--- src/hdl/fbpa_pkg.sv ---
// fbpa_pkg: shared types, codes and constants of the fixed block pool allocator
// no dependencies; imported by fbpa_decode, fixed_block_pool_allocator and the testbench

package fbpa_pkg;

  // fixed field widths
  localparam int ADDR_W   = 32;
  localparam int SIZE_W   = 16;
  localparam int GUARD_W  = 8;
  localparam int CNT_W    = 9;
  localparam int STRIDE_W = 17;  // block size plus two guard areas
  localparam int POS_W    = 8;
  localparam int CFG_IDX_W = 2;

  // parameter defaults
  localparam int DEF_NUM_BLOCKS   = 256;
  localparam int DEF_ADDRESS_BITS = 32;

  // register reset values
  localparam logic [ADDR_W-1:0]  RST_FIRST_ADDR = '0;
  localparam logic [SIZE_W-1:0]  RST_BLOCK_SIZE = 16'd16;
  localparam logic [GUARD_W-1:0] RST_GUARD      = '0;
  localparam logic [CNT_W-1:0]   RST_BLOCKS     = 9'd256;

  // register indexes
  localparam logic [CFG_IDX_W-1:0] REG_FIRST_ADDR = 2'd0;
  localparam logic [CFG_IDX_W-1:0] REG_BLOCK_SIZE = 2'd1;
  localparam logic [CFG_IDX_W-1:0] REG_GUARD      = 2'd2;
  localparam logic [CFG_IDX_W-1:0] REG_BLOCKS     = 2'd3;

  // operation codes
  localparam logic [1:0] OP_ALLOC = 2'd0;
  localparam logic [1:0] OP_FREE  = 2'd1;
  localparam logic [1:0] OP_CHECK = 2'd2;
  localparam logic [1:0] OP_FIND  = 2'd3;

  // status codes
  localparam logic [1:0] ST_DONE      = 2'd0;
  localparam logic [1:0] ST_EMPTY     = 2'd1;
  localparam logic [1:0] ST_NOT_BLOCK = 2'd2;

  typedef struct packed {
    logic [1:0]        operation;
    logic [ADDR_W-1:0] address;
  } req_t;

  typedef struct packed {
    logic [1:0]        status;
    logic [ADDR_W-1:0] result_address;
    logic              is_block;
    logic              found;
    logic [POS_W-1:0]  list_position;
  } rsp_t;

  // address decoder status toward the control fsm
  typedef struct packed {
    logic done;
    logic is_block;
  } dec_status_t;

endpackage

--- src/hdl/fbpa_ram.sv ---
// fbpa_ram: generic single write port, single read port ram with registered read
// no dependencies

module fbpa_ram #(
  parameter int WIDTH = 8,
  parameter int DEPTH = 256
) (
  input  logic                     clk,
  input  logic                     we,
  input  logic [$clog2(DEPTH)-1:0] waddr,
  input  logic [WIDTH-1:0]         wdata,
  input  logic [$clog2(DEPTH)-1:0] raddr,
  output logic [WIDTH-1:0]         rdata
);

  logic [WIDTH-1:0] mem [DEPTH];

  always_ff @(posedge clk) begin
    if (we) begin
      mem[waddr] <= wdata;
    end
    rdata <= mem[raddr];
  end

endmodule

--- src/hdl/fbpa_decode.sv ---
// fbpa_decode: maps a byte address to a block index, bit-serial restoring division
// depends on fbpa_pkg

module fbpa_decode
  import fbpa_pkg::*;
#(
  parameter int NUM_BLOCKS = DEF_NUM_BLOCKS
) (
  input  logic                          clk,
  input  logic                          rst,
  input  logic                          start,
  input  logic [ADDR_W-1:0]             address,
  input  logic [ADDR_W-1:0]             first_addr,
  input  logic [STRIDE_W-1:0]           stride,
  input  logic [CNT_W-1:0]              count,
  output dec_status_t                   st,
  output logic [$clog2(NUM_BLOCKS)-1:0] idx
);

  localparam int IDX_W = $clog2(NUM_BLOCKS);
  localparam int Q_W   = (IDX_W < CNT_W) ? IDX_W : CNT_W;
  localparam int REM_W = STRIDE_W + CNT_W;
  localparam int DSR_W = STRIDE_W + Q_W - 1;
  localparam int IT_W  = (Q_W > 1) ? $clog2(Q_W) : 1;

  typedef enum logic [1:0] {D_IDLE, D_CMP, D_DIV} dstate_t;

  dstate_t            dstate;
  logic [ADDR_W-1:0]  off;
  logic               below;
  logic [REM_W-1:0]   limit;
  logic [REM_W-1:0]   rem;
  logic [REM_W-1:0]   rem_next;
  logic               rem_ge;
  logic [DSR_W-1:0]   dsr;
  logic [Q_W-1:0]     q;
  logic [Q_W-1:0]     q_next;
  logic [IT_W-1:0]    it;

  always_comb begin
    rem_ge   = rem >= REM_W'(dsr);
    rem_next = rem_ge ? (rem - REM_W'(dsr)) : rem;
    q_next   = (q << 1) | Q_W'(rem_ge);
  end

  always_ff @(posedge clk) begin
    if (rst) begin
      dstate <= D_IDLE;
      st     <= '0;
    end else begin
      st.done <= 1'b0;
      unique case (dstate)
        D_IDLE: begin
          if (start) begin
            off    <= address - first_addr;
            below  <= address < first_addr;
            limit  <= REM_W'(stride) * REM_W'(count);
            dstate <= D_CMP;
          end
        end
        D_CMP: begin
          // outside the pool: below the base or past the last block
          if (below || off >= ADDR_W'(limit)) begin
            st.done     <= 1'b1;
            st.is_block <= 1'b0;
            dstate      <= D_IDLE;
          end else begin
            rem    <= off[REM_W-1:0];
            dsr    <= DSR_W'(stride) << (Q_W - 1);
            q      <= '0;
            it     <= IT_W'(Q_W - 1);
            dstate <= D_DIV;
          end
        end
        D_DIV: begin
          rem <= rem_next;
          q   <= q_next;
          dsr <= dsr >> 1;
          if (it == '0) begin
            st.done     <= 1'b1;
            st.is_block <= (rem_next == '0);
            idx         <= IDX_W'(q_next);
            dstate      <= D_IDLE;
          end else begin
            it <= it - IT_W'(1);
          end
        end
        default: dstate <= D_IDLE;
      endcase
    end
  end

endmodule

--- src/hdl/fixed_block_pool_allocator.sv ---
// fixed_block_pool_allocator: top level, control fsm, link store and register file
// depends on fbpa_pkg, fbpa_ram, fbpa_decode

// Pool of NUM_BLOCKS equal blocks at a stride of block_size + 2 * guard_bytes,
// managed as a LIFO free list held in a link ram (one next index per block) and
// a head register. One item is worked at a time. Allocate reads the head link,
// multiplies the head index by the stride and adds the first address; an empty
// pool goes straight to the response. Free, check and find run the address
// through a bit-serial divider; an address outside the pool skips the division.
// Find then walks the free list, one registered link ram read per link walked.
// After reset and after every blocks_in_use write the link ram is rebuilt by a
// clearing pass over all NUM_BLOCKS entries, during which req_stall stays high;
// register writes are taken as ever. A finished result waits in the output
// register while the next item is accepted.

module fixed_block_pool_allocator
  import fbpa_pkg::*;
#(
  parameter int NUM_BLOCKS   = DEF_NUM_BLOCKS,
  parameter int ADDRESS_BITS = DEF_ADDRESS_BITS
) (
  input  logic                 clk,
  input  logic                 rst,
  // item input channel
  input  logic                 req_valid,
  output logic                 req_stall,
  input  req_t                 req,
  // result channel
  output logic                 rsp_valid,
  input  logic                 rsp_stall,
  output rsp_t                 rsp,
  // register write port
  input  logic                 cfg_we,
  input  logic [CFG_IDX_W-1:0] cfg_index,
  input  logic [ADDR_W-1:0]    cfg_data
);

  localparam int IDX_W     = $clog2(NUM_BLOCKS);
  localparam int LINK_W    = $clog2(NUM_BLOCKS + 1);  // holds the end marker
  localparam int PROD_W    = IDX_W + STRIDE_W;
  localparam int MASK_BITS = (ADDRESS_BITS < ADDR_W) ? ADDRESS_BITS : ADDR_W;
  localparam logic [ADDR_W-1:0] ADDR_MASK = {ADDR_W{1'b1}} >> (ADDR_W - MASK_BITS);

  typedef enum logic [2:0] {
    S_IDLE, S_ALLOC_RD, S_ALLOC_WB, S_DECODE, S_FIND_CHK, S_FIND_WAIT, S_RESP
  } state_t;

  // configuration registers
  logic [ADDR_W-1:0]   first_addr;
  logic [SIZE_W-1:0]   block_size;
  logic [GUARD_W-1:0]  guard;
  logic [CNT_W-1:0]    blocks_in_use;

  // derived config
  logic [STRIDE_W-1:0] stride;
  logic [CNT_W-1:0]    count;

  // control and list state
  state_t              state;
  logic [LINK_W-1:0]   head;
  logic                sweeping;
  logic [LINK_W-1:0]   sweep_cnt;
  logic [1:0]          op;
  rsp_t                res;
  logic [PROD_W-1:0]   prod;
  logic [LINK_W-1:0]   cur;
  logic [LINK_W-1:0]   steps;
  logic [31:0]         steps_wide;

  // link ram ports
  logic                mem_we;
  logic [IDX_W-1:0]    mem_waddr;
  logic [LINK_W-1:0]   mem_wdata;
  logic [IDX_W-1:0]    mem_raddr;
  logic [LINK_W-1:0]   mem_rdata;

  // address decoder
  logic                dec_start;
  dec_status_t         dec_st;
  logic [IDX_W-1:0]    dec_idx;

  logic                req_take;
  logic                rebuild;

  // zero block size counts as one byte
  assign stride = STRIDE_W'((block_size == '0) ? SIZE_W'(1) : block_size)
                + STRIDE_W'({guard, 1'b0});
  // block count clamped to the pool size
  assign count = (32'(blocks_in_use) > 32'(NUM_BLOCKS)) ? CNT_W'(NUM_BLOCKS)
                                                        : blocks_in_use;

  assign req_stall  = sweeping || (state != S_IDLE);
  assign req_take   = req_valid && !req_stall;
  assign dec_start  = req_take && (req.operation != OP_ALLOC);
  assign rebuild    = cfg_we && (cfg_index == REG_BLOCKS);
  assign steps_wide = 32'(steps);

  // register file
  always_ff @(posedge clk) begin
    if (rst) begin
      first_addr    <= RST_FIRST_ADDR;
      block_size    <= RST_BLOCK_SIZE;
      guard         <= RST_GUARD;
      blocks_in_use <= RST_BLOCKS;
    end else if (cfg_we) begin
      unique case (cfg_index)
        REG_FIRST_ADDR: first_addr    <= cfg_data;
        REG_BLOCK_SIZE: block_size    <= cfg_data[SIZE_W-1:0];
        REG_GUARD:      guard         <= cfg_data[GUARD_W-1:0];
        REG_BLOCKS:     blocks_in_use <= cfg_data[CNT_W-1:0];
        default:        first_addr    <= first_addr;
      endcase
    end
  end

  // link ram: the clearing pass owns the write port while it runs, a good
  // free writes the old head into the freed block's link
  always_comb begin
    mem_we    = sweeping || (state == S_DECODE && dec_st.done && op == OP_FREE
                             && dec_st.is_block);
    mem_waddr = sweeping ? sweep_cnt[IDX_W-1:0] : dec_idx;
    mem_wdata = sweeping ? (sweep_cnt + LINK_W'(1)) : head;
    mem_raddr = (state == S_FIND_CHK) ? cur[IDX_W-1:0] : head[IDX_W-1:0];
  end

  fbpa_ram #(
    .WIDTH (LINK_W),
    .DEPTH (NUM_BLOCKS)
  ) u_link_ram (
    .clk   (clk),
    .we    (mem_we),
    .waddr (mem_waddr),
    .wdata (mem_wdata),
    .raddr (mem_raddr),
    .rdata (mem_rdata)
  );

  fbpa_decode #(
    .NUM_BLOCKS (NUM_BLOCKS)
  ) u_decode (
    .clk        (clk),
    .rst        (rst),
    .start      (dec_start),
    .address    (req.address),
    .first_addr (first_addr),
    .stride     (stride),
    .count      (count),
    .st         (dec_st),
    .idx        (dec_idx)
  );

  // control fsm
  always_ff @(posedge clk) begin
    if (rst) begin
      state     <= S_IDLE;
      head      <= '0;
      sweeping  <= 1'b1;
      sweep_cnt <= '0;
      rsp_valid <= 1'b0;
    end else begin
      // clearing pass: entry i links to i + 1
      if (sweeping) begin
        if (sweep_cnt == LINK_W'(NUM_BLOCKS - 1)) begin
          sweeping <= 1'b0;
        end
        sweep_cnt <= sweep_cnt + LINK_W'(1);
      end

      if (rsp_valid && !rsp_stall) begin
        rsp_valid <= 1'b0;
      end

      unique case (state)
        S_IDLE: begin
          if (req_take) begin
            op  <= req.operation;
            res <= '0;
            if (req.operation == OP_ALLOC) begin
              if (32'(head) >= 32'(count)) begin
                res.status <= ST_EMPTY;
                state      <= S_RESP;
              end else begin
                state <= S_ALLOC_RD;
              end
            end else begin
              state <= S_DECODE;
            end
          end
        end
        S_ALLOC_RD: begin
          // head link read is in flight
          prod  <= PROD_W'(head[IDX_W-1:0]) * PROD_W'(stride);
          state <= S_ALLOC_WB;
        end
        S_ALLOC_WB: begin
          head               <= mem_rdata;
          res.result_address <= (first_addr + ADDR_W'(prod)) & ADDR_MASK;
          state              <= S_RESP;
        end
        S_DECODE: begin
          if (dec_st.done) begin
            res.is_block <= dec_st.is_block;
            case (op)
              OP_FREE: begin
                if (dec_st.is_block) begin
                  head <= LINK_W'(dec_idx);
                end else begin
                  res.status <= ST_NOT_BLOCK;
                end
                state <= S_RESP;
              end
              OP_FIND: begin
                if (dec_st.is_block) begin
                  cur   <= head;
                  steps <= '0;
                  state <= S_FIND_CHK;
                end else begin
                  state <= S_RESP;
                end
              end
              default: state <= S_RESP;
            endcase
          end
        end
        S_FIND_CHK: begin
          // walk ends at the list end or after NUM_BLOCKS links
          if (steps == LINK_W'(NUM_BLOCKS) || 32'(cur) >= 32'(count)) begin
            state <= S_RESP;
          end else if (cur == LINK_W'(dec_idx)) begin
            res.found         <= 1'b1;
            res.list_position <= steps_wide[POS_W-1:0];
            state             <= S_RESP;
          end else begin
            state <= S_FIND_WAIT;
          end
        end
        S_FIND_WAIT: begin
          cur   <= mem_rdata;
          steps <= steps + LINK_W'(1);
          state <= S_FIND_CHK;
        end
        S_RESP: begin
          if (!rsp_valid || !rsp_stall) begin
            rsp       <= res;
            rsp_valid <= 1'b1;
            state     <= S_IDLE;
          end
        end
        default: state <= S_IDLE;
      endcase

      // a block count write rebuilds the list from scratch
      if (rebuild) begin
        head      <= '0;
        sweeping  <= 1'b1;
        sweep_cnt <= '0;
      end
    end
  end

  // head is a block index or the end marker
  a_head_range: assert property (@(posedge clk) disable iff (rst)
    32'(head) <= 32'(NUM_BLOCKS))
    else $error("list head beyond end marker");

  // a pop only follows a head inside the pool
  a_pop_valid: assert property (@(posedge clk) disable iff (rst)
    state == S_ALLOC_WB |-> $past(32'(head) < 32'(count)))
    else $error("pop from an empty list");

  // decoder answers only while the fsm waits for it
  a_dec_done: assert property (@(posedge clk) disable iff (rst)
    dec_st.done |-> state == S_DECODE)
    else $error("decoder done outside decode wait");

  // a new result is only loaded from the response state
  a_rsp_load: assert property (@(posedge clk) disable iff (rst)
    $rose(rsp_valid) |-> $past(state == S_RESP))
    else $error("result appeared outside response state");

endmodule

--- config.mk ---
export PLATFORM = sky130hd
export DESIGN_NAME = fixed_block_pool_allocator
export DESIGN_NICKNAME = d
export VERILOG_FILES = /design/src/hdl/fbpa_pkg.sv /design/src/hdl/fbpa_ram.sv /design/src/hdl/fbpa_decode.sv /design/src/hdl/fixed_block_pool_allocator.sv
export SDC_FILE = /design/constraint.sdc
export NUM_CORES = 2
export LEC_CHECK = 0
export BUFFER_PORTS_ARGS = -buffer_cell sky130_fd_sc_hd__buf_2
export CAP_MARGIN = 25
export CORE_UTILIZATION = 60
export DETAILED_ROUTE_END_ITERATION = 7
export GPL_TIMING_DRIVEN = 0
export PLACE_DENSITY = 0.76
export SYNTH_ARGS = -nofsm -noshare
export SYNTH_HDL_FRONTEND = slang
export SYNTH_SLANG_ARGS = --single-unit
--- constraint.sdc ---
create_clock -name clk -period 17.4 [get_ports clk]
set_input_delay 1.74 -clock clk [delete_from_list [all_inputs] [get_ports clk]]
set_output_delay 1.74 -clock clk [all_outputs]
set_load 0.03 [all_outputs]
# Word level (Yosys, flattened, before mapping)
# Memory sizes are Yosys's and may differ from the RTL's. A register that Yosys moved wholly into a read port is not among the register bits.
# Cells that the tools add are included.
[totals]
in_bits = 73
ram_bits = 2304
elab_cells = 197
regBits = 352
n_memories = 1
[mem_list]
columns = ["name", "depth", "width", "read_ports", "rd_ports_with_merged_regs", "wr", "line_no", "text"]
rows = [
  ["u_link_ram.mem", 256, 9, 1, 1, 1, "fbpa_ram.sv:16", "logic [WIDTH-1:0] mem [DEPTH];"],
]
[op_classes]
add_sub_neg = 7
eq_ne = 30
muxes = 64
n_reduce_logical = 51
n_mul = 2
bitwise_logic = 2
order_cmp = 6
[ops]
columns = ["op", "count"]
rows = [
  ["$mux W9", 13],
  ["$pmux W9 S2", 4],
  ["$pmux W32 S2", 1],
  ["$mux W26", 2],
  ["$pmux W26 S2", 1],
  ["$pmux W24 S2", 1],
  ["$mux W44", 1],
  ["$add A32 B25 Y32", 1],
  ["$ge A32 B26 Y1", 1],
  ["$lt A32 B32 Y1", 1],
  ["$sub A32 B32 Y32", 1],
  ["$ge A26 B24 Y1", 1],
  ["$logic_not A26 Y1", 1],
  ["$mul A17 B9 Y26", 1],
  ["$sub A26 B24 Y26", 1],
  ["$mul A8 B17 Y25", 1],
  ["$mux W24", 1],
  ["$mux W3", 8],
  ["$reduce_and A3 Y1", 8],
  ["$mux W2", 11],
  ["$pmux W3 S7", 1],
  ["$add A9 B1 Y9 const B", 2],
  ["$ge A9 B9 Y1", 2],
  ["$add A16 B9 Y17", 1],
  ["36 further kinds", 96],
]

# Depth between registers and ports, before layout
[logic_depth]
word_depth = 7
ltp_mapped = 32

# Cells and area by module
# A second synthesis with hierarchy kept.
[unflattened]
cells_unflattened = 7250
hier_area_um2 = 117884.3
[modules_own_cells]
columns = ["mod", "cells_per_inst", "area_each_um2", "seq_area_each_um2", "n_inst"]
rows = [
  ["fbpa_ram", 4237, 89278.1, 69366.5, 1],
  ["fixed_block_pool_allocator", 1574, 15104.5, 5755.5, 1],
  ["fbpa_decode", 1439, 13501.7, 3893.7, 1],
]

# Least setup slack after synthesis
# OpenSTA, ideal clock, no wires.
[synth_timing]
path_kind = "register -> register"
startpoint = "register sweeping"
endpoint = "memory u_link_ram.mem[0][1] (netlist bit) (data pin)"
t_arrival_ps = 10798
required_ps = 15212
setup_slack_ps = 4413
setup_ps = 2188
path_stages_with_launch = 5
synth_period_minus_slack_ps = 12987
cell_sequence = "dfxtp_1 -> clkbuf_1 -> clkbuf_1 -> buf_1 -> o21ai_0"
[synth_via]
elab_chain_cells = 1
[synth_rtl]
columns = ["element", "line_no", "text"]
rows = [
  ["from (decl)", "fixed_block_pool_allocator.sv:61", "logic sweeping;"],
  ["from (signal assigned)", "fixed_block_pool_allocator.sv:157", "sweeping <= 1'b1;"],
  ["from (signal assigned)", "fixed_block_pool_allocator.sv:164", "sweeping <= 1'b0;"],
  ["from (signal assigned)", "fixed_block_pool_allocator.sv:255", "sweeping <= 1'b1;"],
  ["$mux W9", "fixed_block_pool_allocator.sv:122", "mem_wdata = sweeping ? (sweep_cnt + LINK_W'(1)) : head;"],
  ["net mem_wdata[1]", "fixed_block_pool_allocator.sv:73", "logic [LINK_W-1:0] mem_wdata;"],
  ["to (decl)", "fbpa_ram.sv:16", ""],
]
# The timed path passes the listed nets, and every way through them passes these cells.

# Worst setup path in the final report
[layout_timing]
startpoint = "register block_size[1]"
endpoint = "register u_decode.limit[25] (data pin)"
[layout_via]
elab_chain_cells = 4
[layout_rtl]
columns = ["element", "line_no", "text"]
rows = [
  ["from (decl)", "fixed_block_pool_allocator.sv:50", "logic [SIZE_W-1:0] block_size;"],
  ["from (signal assigned)", "fixed_block_pool_allocator.sv:108", "REG_BLOCK_SIZE: block_size <= cfg_data[SIZE_W-1:0];"],
  ["$logic_not A16 Y1", "fixed_block_pool_allocator.sv:86", "assign stride = STRIDE_W'((block_size == '0) ? SIZE_W'(1) : block_size)"],
  ["$mux W16 (*)", "fixed_block_pool_allocator.sv:86", ""],
  ["$add A16 B9 Y17 (*)", "fixed_block_pool_allocator.sv:87", "+ STRIDE_W'({guard, 1'b0});"],
  ["$mul A17 B9 Y26 (*)", "fbpa_decode.sv:57", "limit <= REM_W'(stride) * REM_W'(count);"],
  ["to (signal assigned)", "fbpa_decode.sv:57", ""],
  ["to (decl)", "fbpa_decode.sv:31", "logic [REM_W-1:0] limit;"],
]
# Mark *: on every way between the ends. The rest lies on a longest branch, timed or not.
# A chain may end at the register's enable or synchronous reset.

==> flow_results.org <==
** Timing
- Slew @ Worst Pin :: 1.23 ns
- Min Clock Period, post-route :: 9.07 ns
- Worst clock skew on the final layout :: 0.0854 ns
- Fin Setup TNS :: 0 ns
- The number of max-slew violations in the final report came to 0.
- The worst pin sits at a relative slew slack of 0.176.
- Dividing the final minimum period by the clock period gives 0.521.
- Setup violations remaining at the end of the flow were counted as 0.
- RSZ-0062 raised after global routing :: no
- Setup slack closes at 8.33 ns.
- The number of hold violations in the final report was 0.
- Derived from the worst setup path, the maximum achievable clock frequency is 110 MHz.

** Clock tree
- After clock tree synthesis, the flow added hold-fix buffers numbering 0.
- Total number of H-tree levels :: 5
- Clock-pin slew was measured on the worst setup and hold paths at 0.06 ns.
- Post-cts resize count :: 0
- Clock tree synthesis selected as its root buffer the cell sky130_fd_sc_hd__clkbuf_16.
- Clock Path Buffers :: 4
- For this design, the sink count on the clock tree is 2665.
- CTS buffer count :: 283
- TritonCTS built the clock tree.
- The clock reaches the later pin of the worst-skew pair after 0.98 ns.
- The number of setup buffers added after CTS is 0.

** Floorplan
- The die covers 201000 sq um.
- The floorplan step defined a core boundary enclosing 198000 sq um.
- 119 I/O pins were placed.
- The floorplan step set the die height to 448 um.
- Row generation in the floorplan step produced 163 rows.
- Die Span X :: 448 um
- For this configuration, the core starts out at a cell density of 0.605.

** Synthesis
- The synthesized design contains 2564 enable-type register cells.
- The most used flip-flop cell after synthesis is sky130_fd_sc_hd__edfxtp_1.
- Synthesized Nets :: 9176
- In the synthesized netlist, the cells that appear most often are sky130_fd_sc_hd__edfxtp_1, sky130_fd_sc_hd__nand2_1, sky130_fd_sc_hd__nor2_1.
- Yosys printed 0 warnings.
- Flops & latches, synth :: 2665
- Mean instance size in the synthesized netlist :: 13.8 sq um
- In this run the cell area of the synthesized design comes to 120000 sq um.
- Most area-hungry cell type in the Yosys netlist :: sky130_fd_sc_hd__edfxtp_1
- Area share of the largest cell type after synthesis :: 0.644
- Most numerous cell in the Yosys netlist :: sky130_fd_sc_hd__edfxtp_1
- After synthesis, the share of flip-flops with an asynchronous set or reset is 0.
- After technology mapping, the gate count stands at 8670.
- After synthesis, the netlist uses 78 different library cells.
- Of the synthesized area, sequential elements account for 0.661.
- Leading post-synthesis cells by cell area :: sky130_fd_sc_hd__edfxtp_1, sky130_fd_sc_hd__mux4_2, sky130_fd_sc_hd__nand2_1

** Critical path
- The setup path with the least slack is of type reg2reg.
- Most frequent cell on the critical path :: sky130_fd_sc_hd__fa_1
- STA classifies the critical path startpoint as a flip-flop.
- Counting buffers and inverters, the worst setup path is 29 cells deep.
- The number of buffers and inverters on the critical path is 5.
- Critical-path cell with the highest stage delay :: sky130_fd_sc_hd__clkbuf_1
- Largest delay contributor family on the critical path :: adder cells
- The most critical setup path has its startpoint at block_size[1].
- In this design, the stage delay of the slowest critical-path cell is 0.80 ns.
- Of all nets on the critical path, the largest fanout is 10.
- The worst register-to-register path has a depth of 29.
- In this run the register-to-register setup slack is 8.33 ns.
- RR Startpoint :: block_size[1]
- Category of the worst setup path capture point :: flip-flop
- End of the critical path :: u_decode.limit[25]
- Arrival time at the worst endpoint :: 9.71 ns
- The worst register-to-register path ends at u_decode.limit[25].
- Data required time of the critical path :: 18.04 ns

** Final layout
- Synthesis-to-layout area growth :: 13.1%
- Number of nets in the layout :: 9760
- In the final layout, the share of cells above drive strength 1 is 0.125.
- Fill cell instance count of the final layout :: 12900

** Placement
- The wire-length estimate of the detail-placed layout is 290000 um.
- The congestion estimate from routability-driven global placement came to 1.00.
- Prior to clock tree synthesis, the placed netlist has a worst setup slack of 8.60 ns.
- Buffers placed on the I/O ports in this run total 117.

** Detailed routing
- For this block, the routed nets add up to 405000 um of wire.
- The first detailed-routing pass took 7 iterations.
- The routed layout has 81600 vias.
- In this run the remaining antenna-violating nets after routing total 0.
- In the routed layout, each cell is associated on average with a via count of 6.74.
- Number of DRC violations after detailed routing :: 0
- After detailed routing, the average wire length per cell comes to 33.4 um.
- The detailed router finished its first iteration with 12900 violations.

** GRT
- Pin count of the biggest net entering global routing :: 41
- Gr usage total :: 0.402
- The first global-routing pass estimated 562000 um of wire.
- Via count of the first global-routing pass :: 78800
- Total grt overflow :: 0
- Number of antenna violations at the first check in global routing :: 39

** Power
- Static leakage power :: 0.0480 uW
- Relative contribution of sequential cells to total power :: 0.534
- In this run the power density over the cells is 97.3 nW/um^2.
- For this design the total switching power over the nets is 2750 uW.
- Highest ir drop seen on vdd :: 119 uV
- Fraction of power consumed by combinational cells :: 0.025
- Int Pwr :: 10400 uW
- Clock Power Share :: 0.441
- Of the total power, the share spent switching nets is 0.209.

** Min path
- Path type of the worst min-delay path :: reg2reg
- In this run the most critical hold path is launched from res[1].

** Status
- Result of the run :: completed

** Job
- Max-cap violations :: 0
final cells by class:
cell class / instances / area (sq um) / area share
multi-input cells: 5105 / 37200 / 0.275
flip-flops and latches: 2665 / 79000 / 0.584
clock inverters: 124 / 1020 / 0.00751
diodes: 20 / 50.0 / 0.000370
inverters: 388 / 1460 / 0.0108
well taps: 2640 / 3300 / 0.0244
repair buffers: 299 / 3410 / 0.0252
plain buffers: 512 / 2240 / 0.0166
clock buffers: 360 / 7590 / 0.0561
metal layers:
metal / GRT usage / vias up / share of wire
met1: 0.484 / 40100 / 0.32
met4: 0.296 / 30 / 0.089
met2: 0.624 / 6820 / 0.46
met3: 0.112 / 1472 / 0.13
met5: 0 / - / 0.00054
li1: - / 33300 / -
worst reg2reg max path: cells and delay by family (launching register included):
kind / cells / cell delay [ns]
DFF: 1 / 0.33
AOI/OAI and AO/OA: 11 / 2.91
buffers and inverters: 5 / 1.06
adders and majority gates: 7 / 3.15
xor gates and xnor gates: 2 / 0.59
and+or+nand+nor: 4 / 0.75
kinds of logic after synthesis:
| kind of cell | after synthesis | share of synthesized area |
|---|---|---|
| xor gates and xnor gates | 146 | 0.0107 |
| and+or+nand+nor | 3017 | 0.112 |
| DFF | 2665 | 0.661 |
| buffers and inverters | 900 | 0.0309 |
| AOI/OAI and AO/OA | 1160 | 0.0677 |
| muxes | 349 | 0.0598 |
| adders and majority gates | 433 | 0.0579 |
stage by stage:
step	util	area [sq um]	hold slack [ns]	instances	total power, uW
floorplan	-	120000	0.400	8670	7350
detailed placement	0.639	126000	0.405	11600	7480
global route	0.684	135000	0.423	12100	13400
finish	0.684	135000	0.417	12100	13200
global placement	0.625	123000	0.403	11400	7540
CTS	0.682	135000	0.418	12100	13100
power by group through the flow:
stage,sequential [uW],clock (uW),combinational (uW)
6_report,7030,5800,330
5_1_grt,7030,6000,340
4_1_cts,7030,5770,318
3_5_place_dp,7170,0,316
3_3_place_gp,7270,0,269
2_1_floorplan,7200,0,150
cell usage in the layout, fill, tap and decap left out, drive strengths merged, types with 19 or more instances in the layout:
| cell type | synthesis | layout |
|---|---|---|
| edfxtp | 2564 | 2564 |
| nand2 | 1508 | 1508 |
| clkbuf | 345 | 707 |
| nor2 | 529 | 529 |
| buf | 167 | 464 |
| inv | 385 | 390 |
| nand3 | 327 | 327 |
| a211oi | 312 | 312 |
| mux4 | 288 | 288 |
| and2 | 273 | 273 |
| ha | 233 | 233 |
| a21oi | 206 | 206 |
| fa | 200 | 200 |
| and3 | 161 | 161 |
| a31oi | 160 | 160 |
| a311oi | 144 | 144 |
| dfxtp | 101 | 101 |
| xnor2 | 101 | 101 |
| clkinv | 3 | 97 |
| o21ai | 94 | 94 |
| a21o | 58 | 58 |
| nor3 | 48 | 48 |
| xor2 | 45 | 45 |
| o21a | 41 | 41 |
| nor2b | 38 | 38 |
| nand2b | 36 | 36 |
| mux2i | 36 | 36 |
| o41ai | 30 | 30 |
| mux2 | 25 | 25 |
| diode | 0 | 20 |
| nor4 | 20 | 20 |
| nand4 | 19 | 19 |
flip-flops by register name, summed over array words and instances, names as in the netlist, 16 cells and up:
signal and flops:
u_decode.dsr 24, u_decode.limit 26, first_addr 32, u_decode.rem 26, res 44, prod 25
block_size 16, u_link_ram.mem 2304, rsp 44, u_decode.off 32
how the worst min path moves through the flow:
stage               to  slack, ns  depth (start not counted)
2_1_floorplan   rsp[0]       0.40                          0
3_3_place_gp   rsp[24]       0.40                          0
3_5_place_dp    rsp[1]       0.40                          0
4_1_cts         rsp[1]       0.42                          0
5_1_grt        rsp[22]       0.42                          0
6_report        rsp[1]       0.42                          0
Power figures use the tool's default switching activity.
